==> src/hfte_pkg.sv <==
package hfte_pkg;

	// configuration port
	localparam int CFG_IDX_W = 3;
	localparam int CFG_W     = 48;

	localparam logic [CFG_IDX_W-1:0] REG_DEST_CS = 3'd0;
	localparam logic [CFG_IDX_W-1:0] REG_SRC_CS  = 3'd1;
	localparam logic [CFG_IDX_W-1:0] REG_DEST_ID = 3'd2;
	localparam logic [CFG_IDX_W-1:0] REG_SRC_ID  = 3'd3;
	localparam logic [CFG_IDX_W-1:0] REG_CTRL    = 3'd4;
	localparam logic [CFG_IDX_W-1:0] REG_PID     = 3'd5;

	localparam logic [7:0]  CTRL_RESET = 8'h03;
	localparam logic [7:0]  PID_RESET  = 8'hF0;

	// line coding
	localparam logic [7:0]  FLAG_OCTET = 8'h7E;
	localparam logic [15:0] CRC_INIT   = 16'hFFFF;
	localparam logic [15:0] CRC_POLY   = 16'h8408;
	localparam logic [2:0]  STUFF_RUN  = 3'd5;

	// queue between front and back
	localparam int Q_DEPTH = 4;
	localparam int Q_PTR_W = 2;

	typedef enum logic [1:0] {
		ACT_FLAG = 2'd0,
		ACT_HDR  = 2'd1,
		ACT_DATA = 2'd2,
		ACT_END  = 2'd3
	} action_t;

	// one octet job for the back end
	typedef enum logic [2:0] {
		TK_FLAG   = 3'd0,
		TK_OCT    = 3'd1,
		TK_FCS_LO = 3'd2,
		TK_FCS_HI = 3'd3,
		TK_END    = 3'd4
	} tk_kind_t;

	typedef struct packed {
		tk_kind_t   kind;
		logic [7:0] octet;
	} tk_word_t;

	typedef enum logic [2:0] {
		BK_IDLE,
		BK_OPEN,
		BK_BITS,
		BK_STUFF,
		BK_PAD
	} bk_state_t;

	// octet to shift out for a job, given the running CRC
	function automatic logic [7:0] tk_octet(tk_word_t tk, logic [15:0] crc);
		logic [7:0] r;
		case (tk.kind)
			TK_FLAG,
			TK_END:    r = FLAG_OCTET;
			TK_OCT:    r = tk.octet;
			TK_FCS_LO: r = ~crc[7:0];
			TK_FCS_HI: r = ~crc[15:8];
			default:   r = tk.octet;
		endcase
		return r;
	endfunction

endpackage

==> src/hfte_front.sv <==
module hfte_front #(
	parameter int CALLSIGN_CHARS = 6
) (
	input  logic                          clk,
	input  logic                          arst_n,
	input  logic                          cfg_we,
	input  logic [hfte_pkg::CFG_IDX_W-1:0] cfg_index,
	input  logic [hfte_pkg::CFG_W-1:0]    cfg_data,
	input  logic                          s_tvalid,
	output logic                          s_tready,
	input  logic [7:0]                    s_tdata,
	input  logic [1:0]                    s_tuser,
	input  logic                          q_full,
	output logic                          q_push,
	output hfte_pkg::tk_word_t            q_tk
);
	import hfte_pkg::*;

	localparam int HDR_OCTETS = 2 * CALLSIGN_CHARS + 4;
	localparam int IDX_W      = $clog2(HDR_OCTETS);

	localparam logic [IDX_W-1:0] I_DEST_ID = IDX_W'(CALLSIGN_CHARS);
	localparam logic [IDX_W-1:0] I_SRC0    = IDX_W'(CALLSIGN_CHARS + 1);
	localparam logic [IDX_W-1:0] I_SRC_ID  = IDX_W'(2 * CALLSIGN_CHARS + 1);
	localparam logic [IDX_W-1:0] I_CTRL    = IDX_W'(2 * CALLSIGN_CHARS + 2);
	localparam logic [IDX_W-1:0] I_HDR_END = IDX_W'(HDR_OCTETS - 1);

	logic [47:0]      dest_cs_q;
	logic [47:0]      src_cs_q;
	logic [7:0]       dest_id_q;
	logic [7:0]       src_id_q;
	logic [7:0]       ctrl_q;
	logic [7:0]       pid_q;

	logic             busy_q;
	action_t          cmd_q;
	logic [7:0]       data_q;
	logic [IDX_W-1:0] idx_q;

	logic [2:0]       ch_sel;
	logic [7:0]       hdr_oct;
	logic             tk_last;
	logic             accept;

	// character j of a callsign (first in top byte), shifted left one bit
	function automatic logic [7:0] cs_char(logic [47:0] cs, logic [2:0] j);
		logic [47:0] t;
		t = cs >> {3'd5 - j, 3'b000};
		return {t[6:0], 1'b0};
	endfunction

	// configuration registers
	always_ff @(posedge clk or negedge arst_n) begin
		if (!arst_n) begin
			dest_cs_q <= '0;
			src_cs_q  <= '0;
			dest_id_q <= '0;
			src_id_q  <= '0;
			ctrl_q    <= CTRL_RESET;
			pid_q     <= PID_RESET;
		end else if (cfg_we) begin
			case (cfg_index)
				REG_DEST_CS: dest_cs_q <= cfg_data;
				REG_SRC_CS:  src_cs_q  <= cfg_data;
				REG_DEST_ID: dest_id_q <= cfg_data[7:0];
				REG_SRC_ID:  src_id_q  <= cfg_data[7:0];
				REG_CTRL:    ctrl_q    <= cfg_data[7:0];
				REG_PID:     pid_q     <= cfg_data[7:0];
				default: ;
			endcase
		end
	end

	// header octet for the current index
	always_comb begin
		ch_sel = (idx_q < I_DEST_ID) ? idx_q[2:0] : 3'(idx_q - I_SRC0);
		if (idx_q < I_DEST_ID)
			hdr_oct = cs_char(dest_cs_q, ch_sel);
		else if (idx_q == I_DEST_ID)
			hdr_oct = dest_id_q;
		else if (idx_q < I_SRC_ID)
			hdr_oct = cs_char(src_cs_q, ch_sel);
		else if (idx_q == I_SRC_ID)
			hdr_oct = src_id_q;
		else if (idx_q == I_CTRL)
			hdr_oct = ctrl_q;
		else
			hdr_oct = pid_q;
	end

	// expand the held command into octet jobs
	always_comb begin
		q_tk.kind  = TK_FLAG;
		q_tk.octet = '0;
		tk_last    = 1'b1;
		case (cmd_q)
			ACT_FLAG: begin
				q_tk.kind = TK_FLAG;
			end
			ACT_DATA: begin
				q_tk.kind  = TK_OCT;
				q_tk.octet = data_q;
			end
			ACT_HDR: begin
				q_tk.kind  = TK_OCT;
				q_tk.octet = hdr_oct;
				tk_last    = (idx_q == I_HDR_END);
			end
			ACT_END: begin
				if (idx_q == IDX_W'(0))
					q_tk.kind = TK_FCS_LO;
				else if (idx_q == IDX_W'(1))
					q_tk.kind = TK_FCS_HI;
				else
					q_tk.kind = TK_END;
				tk_last = (idx_q == IDX_W'(2));
			end
			default: ;
		endcase
	end

	assign q_push   = busy_q && !q_full;
	assign s_tready = !busy_q || (q_push && tk_last);
	assign accept   = s_tvalid && s_tready;

	always_ff @(posedge clk or negedge arst_n) begin
		if (!arst_n) begin
			busy_q <= 1'b0;
			idx_q  <= '0;
		end else if (accept) begin
			busy_q <= 1'b1;
			idx_q  <= '0;
		end else if (q_push) begin
			busy_q <= !tk_last;
			idx_q  <= idx_q + IDX_W'(1);
		end
	end

	always_ff @(posedge clk) begin
		if (accept) begin
			cmd_q  <= action_t'(s_tuser);
			data_q <= s_tdata;
		end
	end

endmodule

==> src/hfte_fifo.sv <==
module hfte_fifo (
	input  logic               clk,
	input  logic               arst_n,
	input  logic               push,
	input  hfte_pkg::tk_word_t din,
	output logic               full,
	output logic               valid,
	output hfte_pkg::tk_word_t dout,
	input  logic               pop
);
	import hfte_pkg::*;

	tk_word_t             mem_q [Q_DEPTH];
	logic [Q_PTR_W-1:0]   wr_q;
	logic [Q_PTR_W-1:0]   rd_q;
	logic [Q_PTR_W:0]     cnt_q;
	logic                 do_push;
	logic                 do_pop;

	assign full    = (cnt_q == (Q_PTR_W+1)'(Q_DEPTH));
	assign valid   = (cnt_q != '0);
	assign dout    = mem_q[rd_q];
	assign do_push = push && !full;
	assign do_pop  = pop && valid;

	always_ff @(posedge clk or negedge arst_n) begin
		if (!arst_n) begin
			wr_q  <= '0;
			rd_q  <= '0;
			cnt_q <= '0;
		end else begin
			if (do_push)
				wr_q <= wr_q + Q_PTR_W'(1);
			if (do_pop)
				rd_q <= rd_q + Q_PTR_W'(1);
			if (do_push && !do_pop)
				cnt_q <= cnt_q + (Q_PTR_W+1)'(1);
			else if (do_pop && !do_push)
				cnt_q <= cnt_q - (Q_PTR_W+1)'(1);
		end
	end

	always_ff @(posedge clk) begin
		if (do_push)
			mem_q[wr_q] <= din;
	end

endmodule

==> src/hfte_back.sv <==
module hfte_back (
	input  logic               clk,
	input  logic               arst_n,
	input  logic               q_valid,
	input  hfte_pkg::tk_word_t q_tk,
	output logic               q_pop,
	output logic               m_tvalid,
	input  logic               m_tready,
	output logic [7:0]         m_tdata,
	output logic               m_tlast
);
	import hfte_pkg::*;

	bk_state_t   state_q, state_d;
	tk_kind_t    kind_q, kind_d;
	logic [7:0]  sh_q, sh_d;
	logic [2:0]  bit_q, bit_d;
	logic [2:0]  ones_q, ones_d;
	logic        lvl_q, lvl_d;
	logic [15:0] crc_q, crc_d;
	logic        open_q, open_d;
	logic [7:0]  pack_q, pack_d;
	logic [2:0]  pcnt_q, pcnt_d;

	logic        out_v_q;
	logic [7:0]  out_byte_q;
	logic        out_last_q;

	logic        push, plev, lvl_new;
	logic        pop, finish, close, stuff_now, last_lvl, emit, stall;

	// one line level per cycle, held while the output word stalls
	always_comb begin
		state_d   = state_q;
		kind_d    = kind_q;
		sh_d      = sh_q;
		bit_d     = bit_q;
		ones_d    = ones_q;
		lvl_d     = lvl_q;
		crc_d     = crc_q;
		open_d    = open_q;
		push      = 1'b0;
		plev      = 1'b0;
		lvl_new   = lvl_q;
		pop       = 1'b0;
		finish    = 1'b0;
		close     = 1'b0;
		stuff_now = 1'b0;
		last_lvl  = 1'b0;

		case (state_q)
			BK_IDLE: begin
				if (q_valid) begin
					pop     = 1'b1;
					kind_d  = q_tk.kind;
					sh_d    = tk_octet(q_tk, open_q ? crc_q : CRC_INIT);
					bit_d   = '0;
					state_d = open_q ? BK_BITS : BK_OPEN;
				end
			end
			BK_OPEN: begin
				// leading level 0 of a new frame
				push    = 1'b1;
				plev    = 1'b0;
				lvl_d   = 1'b0;
				crc_d   = CRC_INIT;
				ones_d  = '0;
				open_d  = 1'b1;
				state_d = BK_BITS;
			end
			BK_BITS: begin
				lvl_new = sh_q[0] ? lvl_q : ~lvl_q;
				push    = 1'b1;
				plev    = lvl_new;
				lvl_d   = lvl_new;
				sh_d    = {1'b0, sh_q[7:1]};
				bit_d   = bit_q + 3'd1;
				if (kind_q == TK_OCT)
					crc_d = {1'b0, crc_q[15:1]} ^ ((crc_q[0] ^ sh_q[0]) ? CRC_POLY : '0);
				// flags go out unstuffed and clear the run
				if (kind_q == TK_FLAG || kind_q == TK_END)
					ones_d = '0;
				else if (sh_q[0]) begin
					if (ones_q == STUFF_RUN - 3'd1) begin
						stuff_now = 1'b1;
						ones_d    = '0;
					end else begin
						ones_d = ones_q + 3'd1;
					end
				end else begin
					ones_d = '0;
				end
				if (stuff_now)
					state_d = BK_STUFF;
				else if (bit_q == 3'd7)
					finish = 1'b1;
				last_lvl = (kind_q == TK_END) && (bit_q == 3'd7);
			end
			BK_STUFF: begin
				lvl_new = ~lvl_q;
				push    = 1'b1;
				plev    = lvl_new;
				lvl_d   = lvl_new;
				// bit counter wraps to zero once all eight bits are out
				if (bit_q == 3'd0)
					finish = 1'b1;
				else
					state_d = BK_BITS;
			end
			BK_PAD: begin
				push     = 1'b1;
				plev     = 1'b1;
				last_lvl = 1'b1;
				if (pcnt_q == 3'd7)
					close = 1'b1;
			end
			default: state_d = BK_IDLE;
		endcase

		// byte packer, MSB first
		pack_d = pack_q;
		pcnt_d = pcnt_q;
		emit   = 1'b0;
		if (push) begin
			pack_d = {pack_q[6:0], plev};
			pcnt_d = pcnt_q + 3'd1;
			emit   = (pcnt_q == 3'd7);
		end

		// octet done: close or pad the frame end, else chain the next job or go idle
		if (finish) begin
			if (kind_q == TK_END) begin
				if (pcnt_d == 3'd0)
					close = 1'b1;
				else
					state_d = BK_PAD;
			end else if (q_valid) begin
				pop     = 1'b1;
				kind_d  = q_tk.kind;
				sh_d    = tk_octet(q_tk, crc_d);
				bit_d   = '0;
				state_d = BK_BITS;
			end else begin
				state_d = BK_IDLE;
			end
		end

		if (close) begin
			state_d = BK_IDLE;
			open_d  = 1'b0;
			crc_d   = CRC_INIT;
			ones_d  = '0;
			lvl_d   = 1'b0;
		end
	end

	assign stall = emit && out_v_q && !m_tready;
	assign q_pop = pop && !stall;

	always_ff @(posedge clk or negedge arst_n) begin
		if (!arst_n) begin
			state_q <= BK_IDLE;
			bit_q   <= '0;
			ones_q  <= '0;
			lvl_q   <= 1'b0;
			crc_q   <= CRC_INIT;
			open_q  <= 1'b0;
			pcnt_q  <= '0;
		end else if (!stall) begin
			state_q <= state_d;
			bit_q   <= bit_d;
			ones_q  <= ones_d;
			lvl_q   <= lvl_d;
			crc_q   <= crc_d;
			open_q  <= open_d;
			pcnt_q  <= pcnt_d;
		end
	end

	always_ff @(posedge clk) begin
		if (!stall) begin
			kind_q <= kind_d;
			sh_q   <= sh_d;
			pack_q <= pack_d;
		end
	end

	// output word register
	always_ff @(posedge clk or negedge arst_n) begin
		if (!arst_n)
			out_v_q <= 1'b0;
		else if (emit && !stall)
			out_v_q <= 1'b1;
		else if (m_tready)
			out_v_q <= 1'b0;
	end

	always_ff @(posedge clk) begin
		if (emit && !stall) begin
			out_byte_q <= pack_d;
			out_last_q <= last_lvl;
		end
	end

	assign m_tvalid = out_v_q;
	assign m_tdata  = out_byte_q;
	assign m_tlast  = out_last_q;

	a_pad_in_end: assert property (@(posedge clk) disable iff (!arst_n)
		state_q == BK_PAD |-> kind_q == TK_END && open_q)
		else $error("padding outside a frame end");

	a_closed_clean: assert property (@(posedge clk) disable iff (!arst_n)
		!open_q |-> pcnt_q == 3'd0 && ones_q == 3'd0)
		else $error("closed frame left packer or stuffer state");

	a_stuff_run: assert property (@(posedge clk) disable iff (!arst_n)
		state_q == BK_STUFF |-> ones_q == 3'd0)
		else $error("ones run not cleared on stuffed zero");

	a_last_closes: assert property (@(posedge clk) disable iff (!arst_n)
		emit && !stall && last_lvl |=> !open_q && state_q == BK_IDLE)
		else $error("frame still open after its last word");

endmodule

==> src/hdlc_frame_transmit_encoder.sv <==
// The back end codes one line level per clock save while the output word stalls; an
// octet is eight levels plus one per stuffed zero, and a new frame opens with a level 0.
// A header command makes 2*CALLSIGN_CHARS+4 octets (16 by default), an end command FCS,
// flag and pad. When the 4-entry octet queue runs empty, the back end goes idle.
// A command is taken once the last one is fully queued, also while a word waits.
// Reset (arst_n low, asynchronous) empties the queue, closes any frame, restores registers.
module hdlc_frame_transmit_encoder #(
	parameter int CALLSIGN_CHARS = 6
) (
	input  logic                           clk,
	input  logic                           arst_n,
	input  logic                           cfg_we,
	input  logic [hfte_pkg::CFG_IDX_W-1:0] cfg_index,
	input  logic [hfte_pkg::CFG_W-1:0]     cfg_data,
	input  logic                           s_tvalid,
	output logic                           s_tready,
	input  logic [7:0]                     s_tdata,   // [7:0] data_byte
	input  logic [1:0]                     s_tuser,   // [1:0] action
	output logic                           m_tvalid,
	input  logic                           m_tready,
	output logic [7:0]                     m_tdata,   // [7:0] line_byte
	output logic                           m_tlast
);
	import hfte_pkg::*;

	tk_word_t push_tk;
	tk_word_t head_tk;
	logic     q_push;
	logic     q_full;
	logic     q_valid;
	logic     q_pop;

	hfte_front #(
		.CALLSIGN_CHARS(CALLSIGN_CHARS)
	) u_front (
		.clk      (clk),
		.arst_n   (arst_n),
		.cfg_we   (cfg_we),
		.cfg_index(cfg_index),
		.cfg_data (cfg_data),
		.s_tvalid (s_tvalid),
		.s_tready (s_tready),
		.s_tdata  (s_tdata),
		.s_tuser  (s_tuser),
		.q_full   (q_full),
		.q_push   (q_push),
		.q_tk     (push_tk)
	);

	hfte_fifo u_fifo (
		.clk   (clk),
		.arst_n(arst_n),
		.push  (q_push),
		.din   (push_tk),
		.full  (q_full),
		.valid (q_valid),
		.dout  (head_tk),
		.pop   (q_pop)
	);

	hfte_back u_back (
		.clk     (clk),
		.arst_n  (arst_n),
		.q_valid (q_valid),
		.q_tk    (head_tk),
		.q_pop   (q_pop),
		.m_tvalid(m_tvalid),
		.m_tready(m_tready),
		.m_tdata (m_tdata),
		.m_tlast (m_tlast)
	);

endmodule

==> config.mk <==
export PLATFORM = sky130hd
export DESIGN_NAME = hdlc_frame_transmit_encoder
export DESIGN_NICKNAME = d
export VERILOG_FILES = /design/src/hfte_pkg.sv /design/src/hfte_front.sv /design/src/hfte_fifo.sv /design/src/hfte_back.sv /design/src/hdlc_frame_transmit_encoder.sv
export SDC_FILE = /design/constraint.sdc
export NUM_CORES = 1
export LEC_CHECK = 0
export BUFFER_PORTS_ARGS = -buffer_cell sky130_fd_sc_hd__buf_4
export CORE_MARGIN = 2
export CORE_UTILIZATION = 55
export DETAILED_ROUTE_END_ITERATION = 8
export PLACE_DENSITY = 0.76
export SLEW_MARGIN = 0
export SYNTH_ARGS = -nofsm -noshare
export SYNTH_HDL_FRONTEND = slang
export SYNTH_SLANG_ARGS = --single-unit
==> constraint.sdc <==
create_clock -name clk -period 2.8 [get_ports clk]
set_input_delay 0.14 -clock clk [delete_from_list [all_inputs] [get_ports clk]]
set_output_delay 0.14 -clock clk [all_outputs]
set_load 0.03 [all_outputs]
# After elaboration in Yosys (flattened, before gate mapping)
# Memory sizes are Yosys's and may differ from the RTL's.
# Cells that the tools add are included.
[classes] n_reduce_logical=48 magnitude_cmp=2 bitwise=8 n_shift=2 eq_ne=27 n_mux=87 addsub=10
[ops] operator="$shr A48 B6 Y7" n=2
[ops] operator="$mux W8" n=10
[ops] operator="$mux W3" n=26
[ops] operator="$mux W16" n=4
[ops] operator="$pmux W8 S3" n=2
[ops] operator="$not A8 Y8" n=4
[ops] operator="$pmux W16 S2" n=1
[ops] operator="$pmux W8 S2" n=2
[ops] operator="$mux W1" n=29
[ops] operator="$eq A3 B3 Y1 const B" n=9
[ops] operator="$eq A3 B2 Y1 const B" n=6
[ops] operator="$logic_not A3 Y1" n=6
[ops] operator="$reduce_and A2 Y1" n=9
[ops] operator="$xor A15 B16 Y16" n=1
[ops] operator="$pmux W3 S5" n=1
[ops] operator="$add A3 B1 Y3 const B" n=4
[ops] operator="$eq A4 B4 Y1 const B" n=3
[ops] operator="$logic_and A1 B1 Y1" n=12
[ops] operator="$pmux W3 S2" n=2
[ops] operator="$eq A3 B1 Y1 const B" n=3
[ops] operator="$pmux W3 S3" n=1
[ops] operator="$mux W4" n=2
[ops] operator="$reduce_bool A2 Y1" n=4
[ops] operator="$logic_not A1 Y1" n=7
[ops] operator="24 further kinds" n=34
[totals] output_inout_bits=11 elab_cells=211 ram_bits=44 inputBits=66 mem_count=1 reg_bits=209
[mem_list] name="u_fifo.mem_q" words=4 word_bits=11 rd=1 rd_ports_with_merged_regs=0 write_ports=1 line_no="hfte_fifo.sv:13" source="tk_word_t mem_q [Q_DEPTH];"

# Longest topological paths before layout
# Gate-level depths: netlist of the first run.
[logic_depth] ltp_word=13 mapped_depth=14 depth_no_buf=13

# By module
# A second synthesis of the first run with hierarchy kept.
[hier_totals] hier_cells=961 hier_area_um2=12089.1
[modules_own_cells] module="hfte_front" cells_per_inst=547 area_per_inst_um2=6561.3 instances=1 seq_area_each_um2=3335.7
[modules_own_cells] module="hfte_back" cells_per_inst=322 area_per_inst_um2=3472.1 instances=1 seq_area_each_um2=1636.6
[modules_own_cells] module="hfte_fifo" cells_per_inst=92 area_per_inst_um2=2055.7 instances=1 seq_area_each_um2=1496.4

# Worst setup path before layout of the first run
# Ideal clock, no wire load.
[synth_timing] kind="register to register" from="reg u_front.idx_q[1]" to="reg u_front.cmd_q[0] (enable)" t_arrival_ps=2521 stages_incl_launch_ff=7 synth_period_minus_slack_ps=2895 t_required_ps=2427 setup_time_ps=373 path_buffers=1 path_slack_ps=-95 cell_sequence="dfrtp_1 -> clkinv_1 -> nor2_1 -> a31oi_1 -> o21ai_0 -> and2_1 -> clkbuf_1"
[synth_between] elab_chain_len=5 elab_cells_between_ends=6 classes_between="eq/ne: 2; mux: 1; reduce/logical: 3"
[synth_rtl] element="start, declared" line_no="hfte_front.sv:38" source="logic [IDX_W-1:0] idx_q;"
[synth_rtl] element="start signal, assigned" line_no="hfte_front.sv:135" source="idx_q <= idx_q + IDX_W'(1);"
[synth_rtl] element="$eq A4 B2 Y1 / $eq A4 B4 Y1 (equally long branches)" line_no="hfte_front.sv:116, hfte_front.sv:107"
[synth_rtl] element="$pmux W1 S2 *" line_no="hfte_front.sv:96" source="case (cmd_q)"
[synth_rtl] element="$logic_and A1 B1 Y1 *" line_no="hfte_front.sv:123" source="assign s_tready = !busy_q || (q_push && tk_last);"
[synth_rtl] element="$logic_or A1 B1 Y1 *" line_no="hfte_front.sv:123"
[synth_rtl] element="via s_tready" line_no="hdlc_frame_transmit_encoder.sv:16" source="output logic s_tready,"
[synth_rtl] element="$logic_and A1 B1 Y1 *" line_no="hfte_front.sv:124" source="assign accept = s_tvalid && s_tready;"
[synth_rtl] element="via u_front.accept" line_no="hfte_front.sv:43" source="logic accept;"
[synth_rtl] element="end signal, assigned" line_no="hfte_front.sv:141" source="cmd_q <= action_t'(s_tuser);"
[synth_rtl] element="end, declared" line_no="hfte_front.sv:36" source="action_t cmd_q;"
# Mark *: on every way through the listed nets, which the timed path passes. The rest lies on a longest branch.
# A chain may end at the register's enable or synchronous reset.

==> results.cfg, run 1 <==
[synth]
async_flop_share_pct = 66.0
synth.area.top_cells = dfrtp_1 29%, edfxtp_1 21%, mux2_2 12%
ys_types = 69
synth_nets = 1084
yosysMostFrequentCell = dfrtp_1
netlist_instances = 996
synth.ff_latch_count = 241
yosysTopAreaCellShare_pct = 28.8
syn-cell-area_mm2 = 0.0119
ys_warn_count = 0
synth_largest_area_cell = dfrtp_1
synth_top_flop_cell = dfrtp_1
synth-seq-area-share_pct = 54.4
syn_avg_cell_area_um2 = 11.9
synth-edff-count = 82
synth_top_cells_by_count = 137 x dfrtp_1, 129 x mux2_2, 90 x nand2_1, 82 x edfxtp_1, 78 x a21oi_1

[drt]
detail_route.vias_per_cell = 6.13
firstDrtPassIters = 6
ant_nets = 0
drc = 0
wl_per_cell_um = 20.8
vias = 8894
wl_um = 30200
drt_iter0_markers = 677

[floorplanning]
die_area_mm2 = 0.0228
coreArea_mm2 = 0.0212
io_pins = 77
placementRows = 53
die_h_um = 151
die_w_um = 151
initial_core_util_pct = 56.2

[global_route]
grt_pass1_wl_um = 47800
grt_overflow_total = 0
grt_max_degree = 80
grt.total_usage_pct = 27.1
grt_pass1_vias = 8963
antenna_found_initial = 0

[power]
combinationalPowerShare_pct = 39.0
pwr-share-clk_pct = 24.0
power_leakage_nw = 5.93
p_seq_share_pct = 37.1
sw_frac_of_total_pct = 35.5
vdd.ir_drop.worst_uv = 579
internal_power_w = 0.00996
p_sw_w = 0.00548
powerDensity_mw_per_mm2 = 1060

[setup_path]
r2r_slack_ns = 0.12
path_cells = buf_4 > nor2_1 > nand2_1 > o21a_1 > a21oi_1 > o41ai_1 > a221oi_1 > buf_4
startpoint_type = flip-flop
path_class = flip-flop to flip-flop
path_buf_inv = 2
crit_required_ns = 3.20
cpMostUsedCell = buf_4
crit_slowest_cell = dfrtp_1
critPathMaxFanout = 11
cpLargestDelayFamily = compound AO/OA/AOI/OAI gates
arrival_ns = 3.08
slowest_delay_ns = 0.45
endpoint_kind = flip-flop

[flow_run]
maxCapViolCount = 0

[clocking]
cts_buffers = 25
cts.sink_count = 241
clock_path_buffers = 3
cts.clk_slew.worst_paths_ns = 0.06
cts_htree_levels = 1
insertion_delay_ns = 0.53
clockRootBuffer = clkbuf_16
post_cts_buffers = 0
cts_tree = built

[sta]
relSlewSlack_pct = 42.2
tightestPinTransition_ns = 0.866
fin_skew_ns = 0.0108
slew_viol_final = 0
finalHoldViolCount = 0
fin_crit_ns = 2.68
fmax_mhz = 373
holdWs_ns = 0.208
setup_viol = 0
post-route-period-util_pct = 95.7

[final_layout]
n_fill_cell = 1477
layout-drive-gt1-share_pct = 30.4
nNetsFinal = 1246
multi_input_area_mm2 = 0.00514
area_growth_pct = 22.5
fin_cells = 1452
regArea_mm2 = 0.00647
diodes = 0

[place]
placedCellCount = 1350
globalplace.congestion = 0.963
hpwl_um = 20600
io_buffers = 71

[hold_path]
min_path_type = input pin to asynchronous set/reset pin

[outcome]
status = completed
[area by class of cell]
class / count / area share [%]
clock inverter: 12 / 1.48
tap: 275 / 2.36
inverter: 23 / 0.592
multi-input combinational: 676 / 35.3
clock buffer: 34 / 4.88
sequential: 241 / 44.4
timing repair buffer: 191 / 11.0
[cell families (layout without fill, tap and decap cells)]
logic type	Yosys count	after routing	synth area share (%)
AND/OR/NAND/NOR	228	228	9.22
flip-flops	241	241	54.4
buffers and inverters	79	260	2.70
adder cells (fa/ha/maj)	22	22	2.38
multiplexers	158	158	15.8
AO/OA/AOI/OAI	252	252	14.3
XOR/XNOR	16	16	1.18
[power by group through the flow]
stage	combinational [W]	sequential (W)	clock (W)
after floorplan	0.00406	0.00555	0
after global placement	0.00569	0.00569	0
after detailed placement	0.00581	0.00575	0
after CTS	0.00592	0.00570	0.00375
after global routing	0.00653	0.00584	0.00389
final	0.00601	0.00572	0.00370
[what timing repair did]
action	CTS	global route
hold buffers	56	0
resized for setup	0	8
hold endpoints to repair	186	0
setup endpoints to repair	0	14
[sequential cells by signal, indices dropped and copies added (netlist names), 16 cells and up]
register	flops
u_fifo.mem_q	44
u_front.dest_cs_q	42
u_front.src_cs_q	42
u_back.crc_q	16
[routing by layer]
metal	wire [um]	global-route usage [%]	share of wire, %	up-vias
li1	-	-	-	4070
met1	12300	35.6	41	4420
met2	14800	45.5	49	323
met3	1610	3.40	5.3	81
met4	1420	12.1	4.7	0
met5	0	0	0	-
[stage by stage]
step / power, W / util (%) / instance area, um2 / setup TNS, ns / setup WS (ns)
final: 0.0154 / 68.9 / 14600 / 0 / 0.122
after floorplan: 0.00961 / - / 11900 / 0 / 0.0345
after detailed placement: 0.0116 / 61.7 / 13100 / 0 / 0.0620
after global placement: 0.0114 / 61.7 / 13100 / 0 / 0.142
after global routing: 0.0163 / 68.9 / 14600 / -0.0107 / -0.0107
after CTS: 0.0154 / 68.7 / 14500 / 0 / 0.0302
[layout by cell type (no fill, tap or decap), drive strengths merged, types with 9 or more instances in the layout]
cell / n
and2: 13
dfrtp: 137
nand3: 13
o211ai: 9
mux2i: 18
o21ai: 38
nand2b: 12
nor2: 49
dfstp: 22
ha: 21
mux4: 11
clkbuf: 34
o221ai: 10
nor3: 9
nand2: 90
a221oi: 15
inv: 23
o22ai: 20
edfxtp: 82
dlygate4sd3: 56
buf: 135
mux2: 129
a21oi: 78
o22a: 14
[worst paths after layout]
kind / cells past startpoint / start / endpoint
max: 8 / u_front.idx_q[3] / u_fifo.mem_q[1][5]
min reg2reg: 1 / u_front.dest_cs_q[44] / u_front.dest_cs_q[44]
min in group clk: 4 / cfg_index[1] / u_front.ctrl_q[2]
max in group asynchronous: 3 / arst_n / u_front.src_cs_q[46]
max reg2reg: 8 / u_front.idx_q[3] / u_fifo.mem_q[1][5]
min: 2 / arst_n / u_fifo.wr_q[1]
No activity file was read; power rests on OpenSTA's default activity.
==> run 2, diff against run 1 <==
CORE_UTILIZATION = 65   (was 55)
CTS_BUF_LIST = sky130_fd_sc_hd__clkbuf_4   (was unset)
HOLD_SLACK_MARGIN = 0.02   (was unset)
PLACE_DENSITY = 0.85   (was 0.76)
clock period = 3.45 ns   (was 2.8 ns; I/O delays follow)
==> run 2 against run 1 <==
Effect of this change:
- worst hold slack worse by 0.13 ns
- die area is 15% lower
- sequential power is 18% lower
- sequential share of layout area is 1.4 points higher
- clock skew is 0.050 ns higher
- critical path type unchanged
- critical endpoint is now u_fifo.mem_q[1][6]
- largest cell class unchanged
==> results.cfg, run 2 (synthesis results as in run 1) <==
[hold_path]
min_path_type = input pin to asynchronous set/reset pin

[clocking]
insertion_delay_ns = 0.74
post_cts_buffers = 0
cts.clk_slew.worst_paths_ns = 0.06
cts_tree = built
cts_buffers = 60
cts.sink_count = 241
cts_htree_levels = 2
clockRootBuffer = clkbuf_4
clock_path_buffers = 3

[drt]
dr.max_layer_used = met4
firstDrtPassIters = 6
wl_um = 32200
ant_nets = 0
wl_per_cell_um = 22.3
met2WireLength_um = 15900
detail_route.vias_per_cell = 6.51
wl_met1_um = 12100
vias = 9390
drt_iter0_markers = 1172
dr_wl_met3_um = 2520
drc = 0

[setup_path]
critPathMaxFanout = 15
slowest_delay_ns = 0.80
crit_slowest_cell = a221oi_1
crit_path_start = u_front.idx_q[1]
startpoint_type = flip-flop
arrival_ns = 3.57
crit_required_ns = 3.81
reg2regPathDepth = 7
path_cells = a21oi_1 > xnor2_1 > buf_4 > nand2_1 > a21oi_1 > o41ai_1 > a221oi_1
r2r-start = u_front.idx_q[1]
endpoint_kind = flip-flop
cpMostUsedCell = a21oi_1
path_class = flip-flop to flip-flop

[final_layout]
nNetsFinal = 1249
n_fill_cell = 1062
largest-register = u_fifo.mem_q
layout_commonest_cell = dfrtp_1
final_cell_mix = 137 x dfrtp_1, 129 x mux2_2, 99 x buf_4
largest_reg_flops = 44
multi_input_area_mm2 = 0.00512
regArea_mm2 = 0.00647
reg_top3 = u_fifo.mem_q (44), u_front.dest_cs_q (42), u_front.src_cs_q (42)
fin_area_mm2 = 0.0141
area_growth_pct = 18.8
layout-drive-gt1-share_pct = 31.0

[power]
power_leakage_nw = 5.79
vdd.ir_drop.worst_uv = 634
power_w = 0.0119
powerDensity_mw_per_mm2 = 842

[sta]
finalHoldViolCount = 0
worst_slack_ns = 0.242
tightestPinTransition_ns = 0.876
fmax_mhz = 312
relSlewSlack_pct = 41.6
fin_crit_ns = 3.21
tns_ns = 0
setup_viol = 0
rsz0062_at_grt = no
fin_skew_ns = 0.0612
post-route-period-util_pct = 93.0
slew_viol_final = 0

[global_route]
antenna_found_initial = 1
grt_overflow_total = 0
grt.total_usage_pct = 33.8
grt_pass1_vias = 9625
grt_pass1_wl_um = 51600
grt_max_degree = 84

[place]
placed_area_mm2 = 0.0127
dpl_worst_slack_ns = 0.364
io_buffers = 71
hpwl_um = 20800
globalplace.congestion = 1.01

[floorplanning]
placementRows = 49
die_h_um = 139
coreArea_mm2 = 0.0180
io_pins = 77
die_w_um = 139
initial_core_util_pct = 66.2
die_area_mm2 = 0.0194

[flow_run]
maxCapViolCount = 0

[outcome]
status = completed
==> run 2: cell types whose count changed in the layout (fill, tap and decap cells not counted), sizes merged <==
cell         delta
dlygate4sd3     +2
clkinv         +15
inv             -1
buf            -34
clkinvlp        -1
diode           +1
bufinv          -5
clkbuf         +60
==> run 2: worst max-delay path, delay by kind of cell (launching register included) <==
family,cells,cell delay (ns)
buffers and inverters,1,0.30
flip-flops,1,0.47
AND/OR/NAND/NOR,1,0.08
XOR/XNOR,1,0.31
AO/OA/AOI/OAI,4,1.68
==> run 2: area by class of cell <==
class                   instances  share of cell area (%)
clock buffers                  94                    4.99
repair buffers                159                    9.59
well taps                     229                    2.03
diodes                          1                  0.0177
multi-input cells             676                    36.2
inverters                      23                   0.611
flip-flops and latches        241                    45.8
clock inverters                20                   0.770
==> run 2: layer usage <==
metal  up-vias  track usage (%)
li1       4131                -
met2       538             55.6
met5         -                0
met1      4598             42.4
met4         0             19.0
met3       123             6.37
==> run 2: final timing paths <==
check / slack [ns] / end
min reg2reg: 0.51 / u_fifo.cnt_q[2]
max: 0.24 / u_fifo.mem_q[1][6]
min: 0.08 / u_fifo.rd_q[1]
max in group asynchronous: 2.45 / u_front.src_cs_q[0]
min in group clk: 0.16 / u_front.data_q[0]
max reg2reg: 0.24 / u_fifo.mem_q[1][6]
==> run 2: stage by stage <==
| step | cells | util, % | hold slack, ns |
|---|---|---|---|
| after floorplan | 996 | - | -0.123 |
| after global placement | 1270 | 70.9 | 0.284 |
| after detailed placement | 1270 | 70.9 | 0.279 |
| after CTS | 1442 | 78.6 | 0.0979 |
| after global routing | 1443 | 78.7 | 0.126 |
| final | 1443 | 78.7 | 0.0753 |
==> run 2: what timing repair did <==
item | CTS | global route
endpoints found under the hold margin | 211 | 0
resized for setup | 0 | 1
hold buffers | 58 | 0
setup endpoints to repair | 0 | 4
==> run 2: power by group <==
group	switching [W]	internal, W
clock network	0.00120	0.00132
logic	0.00274	0.00198
registers	0.000642	0.00403
total	0.00459	0.00732
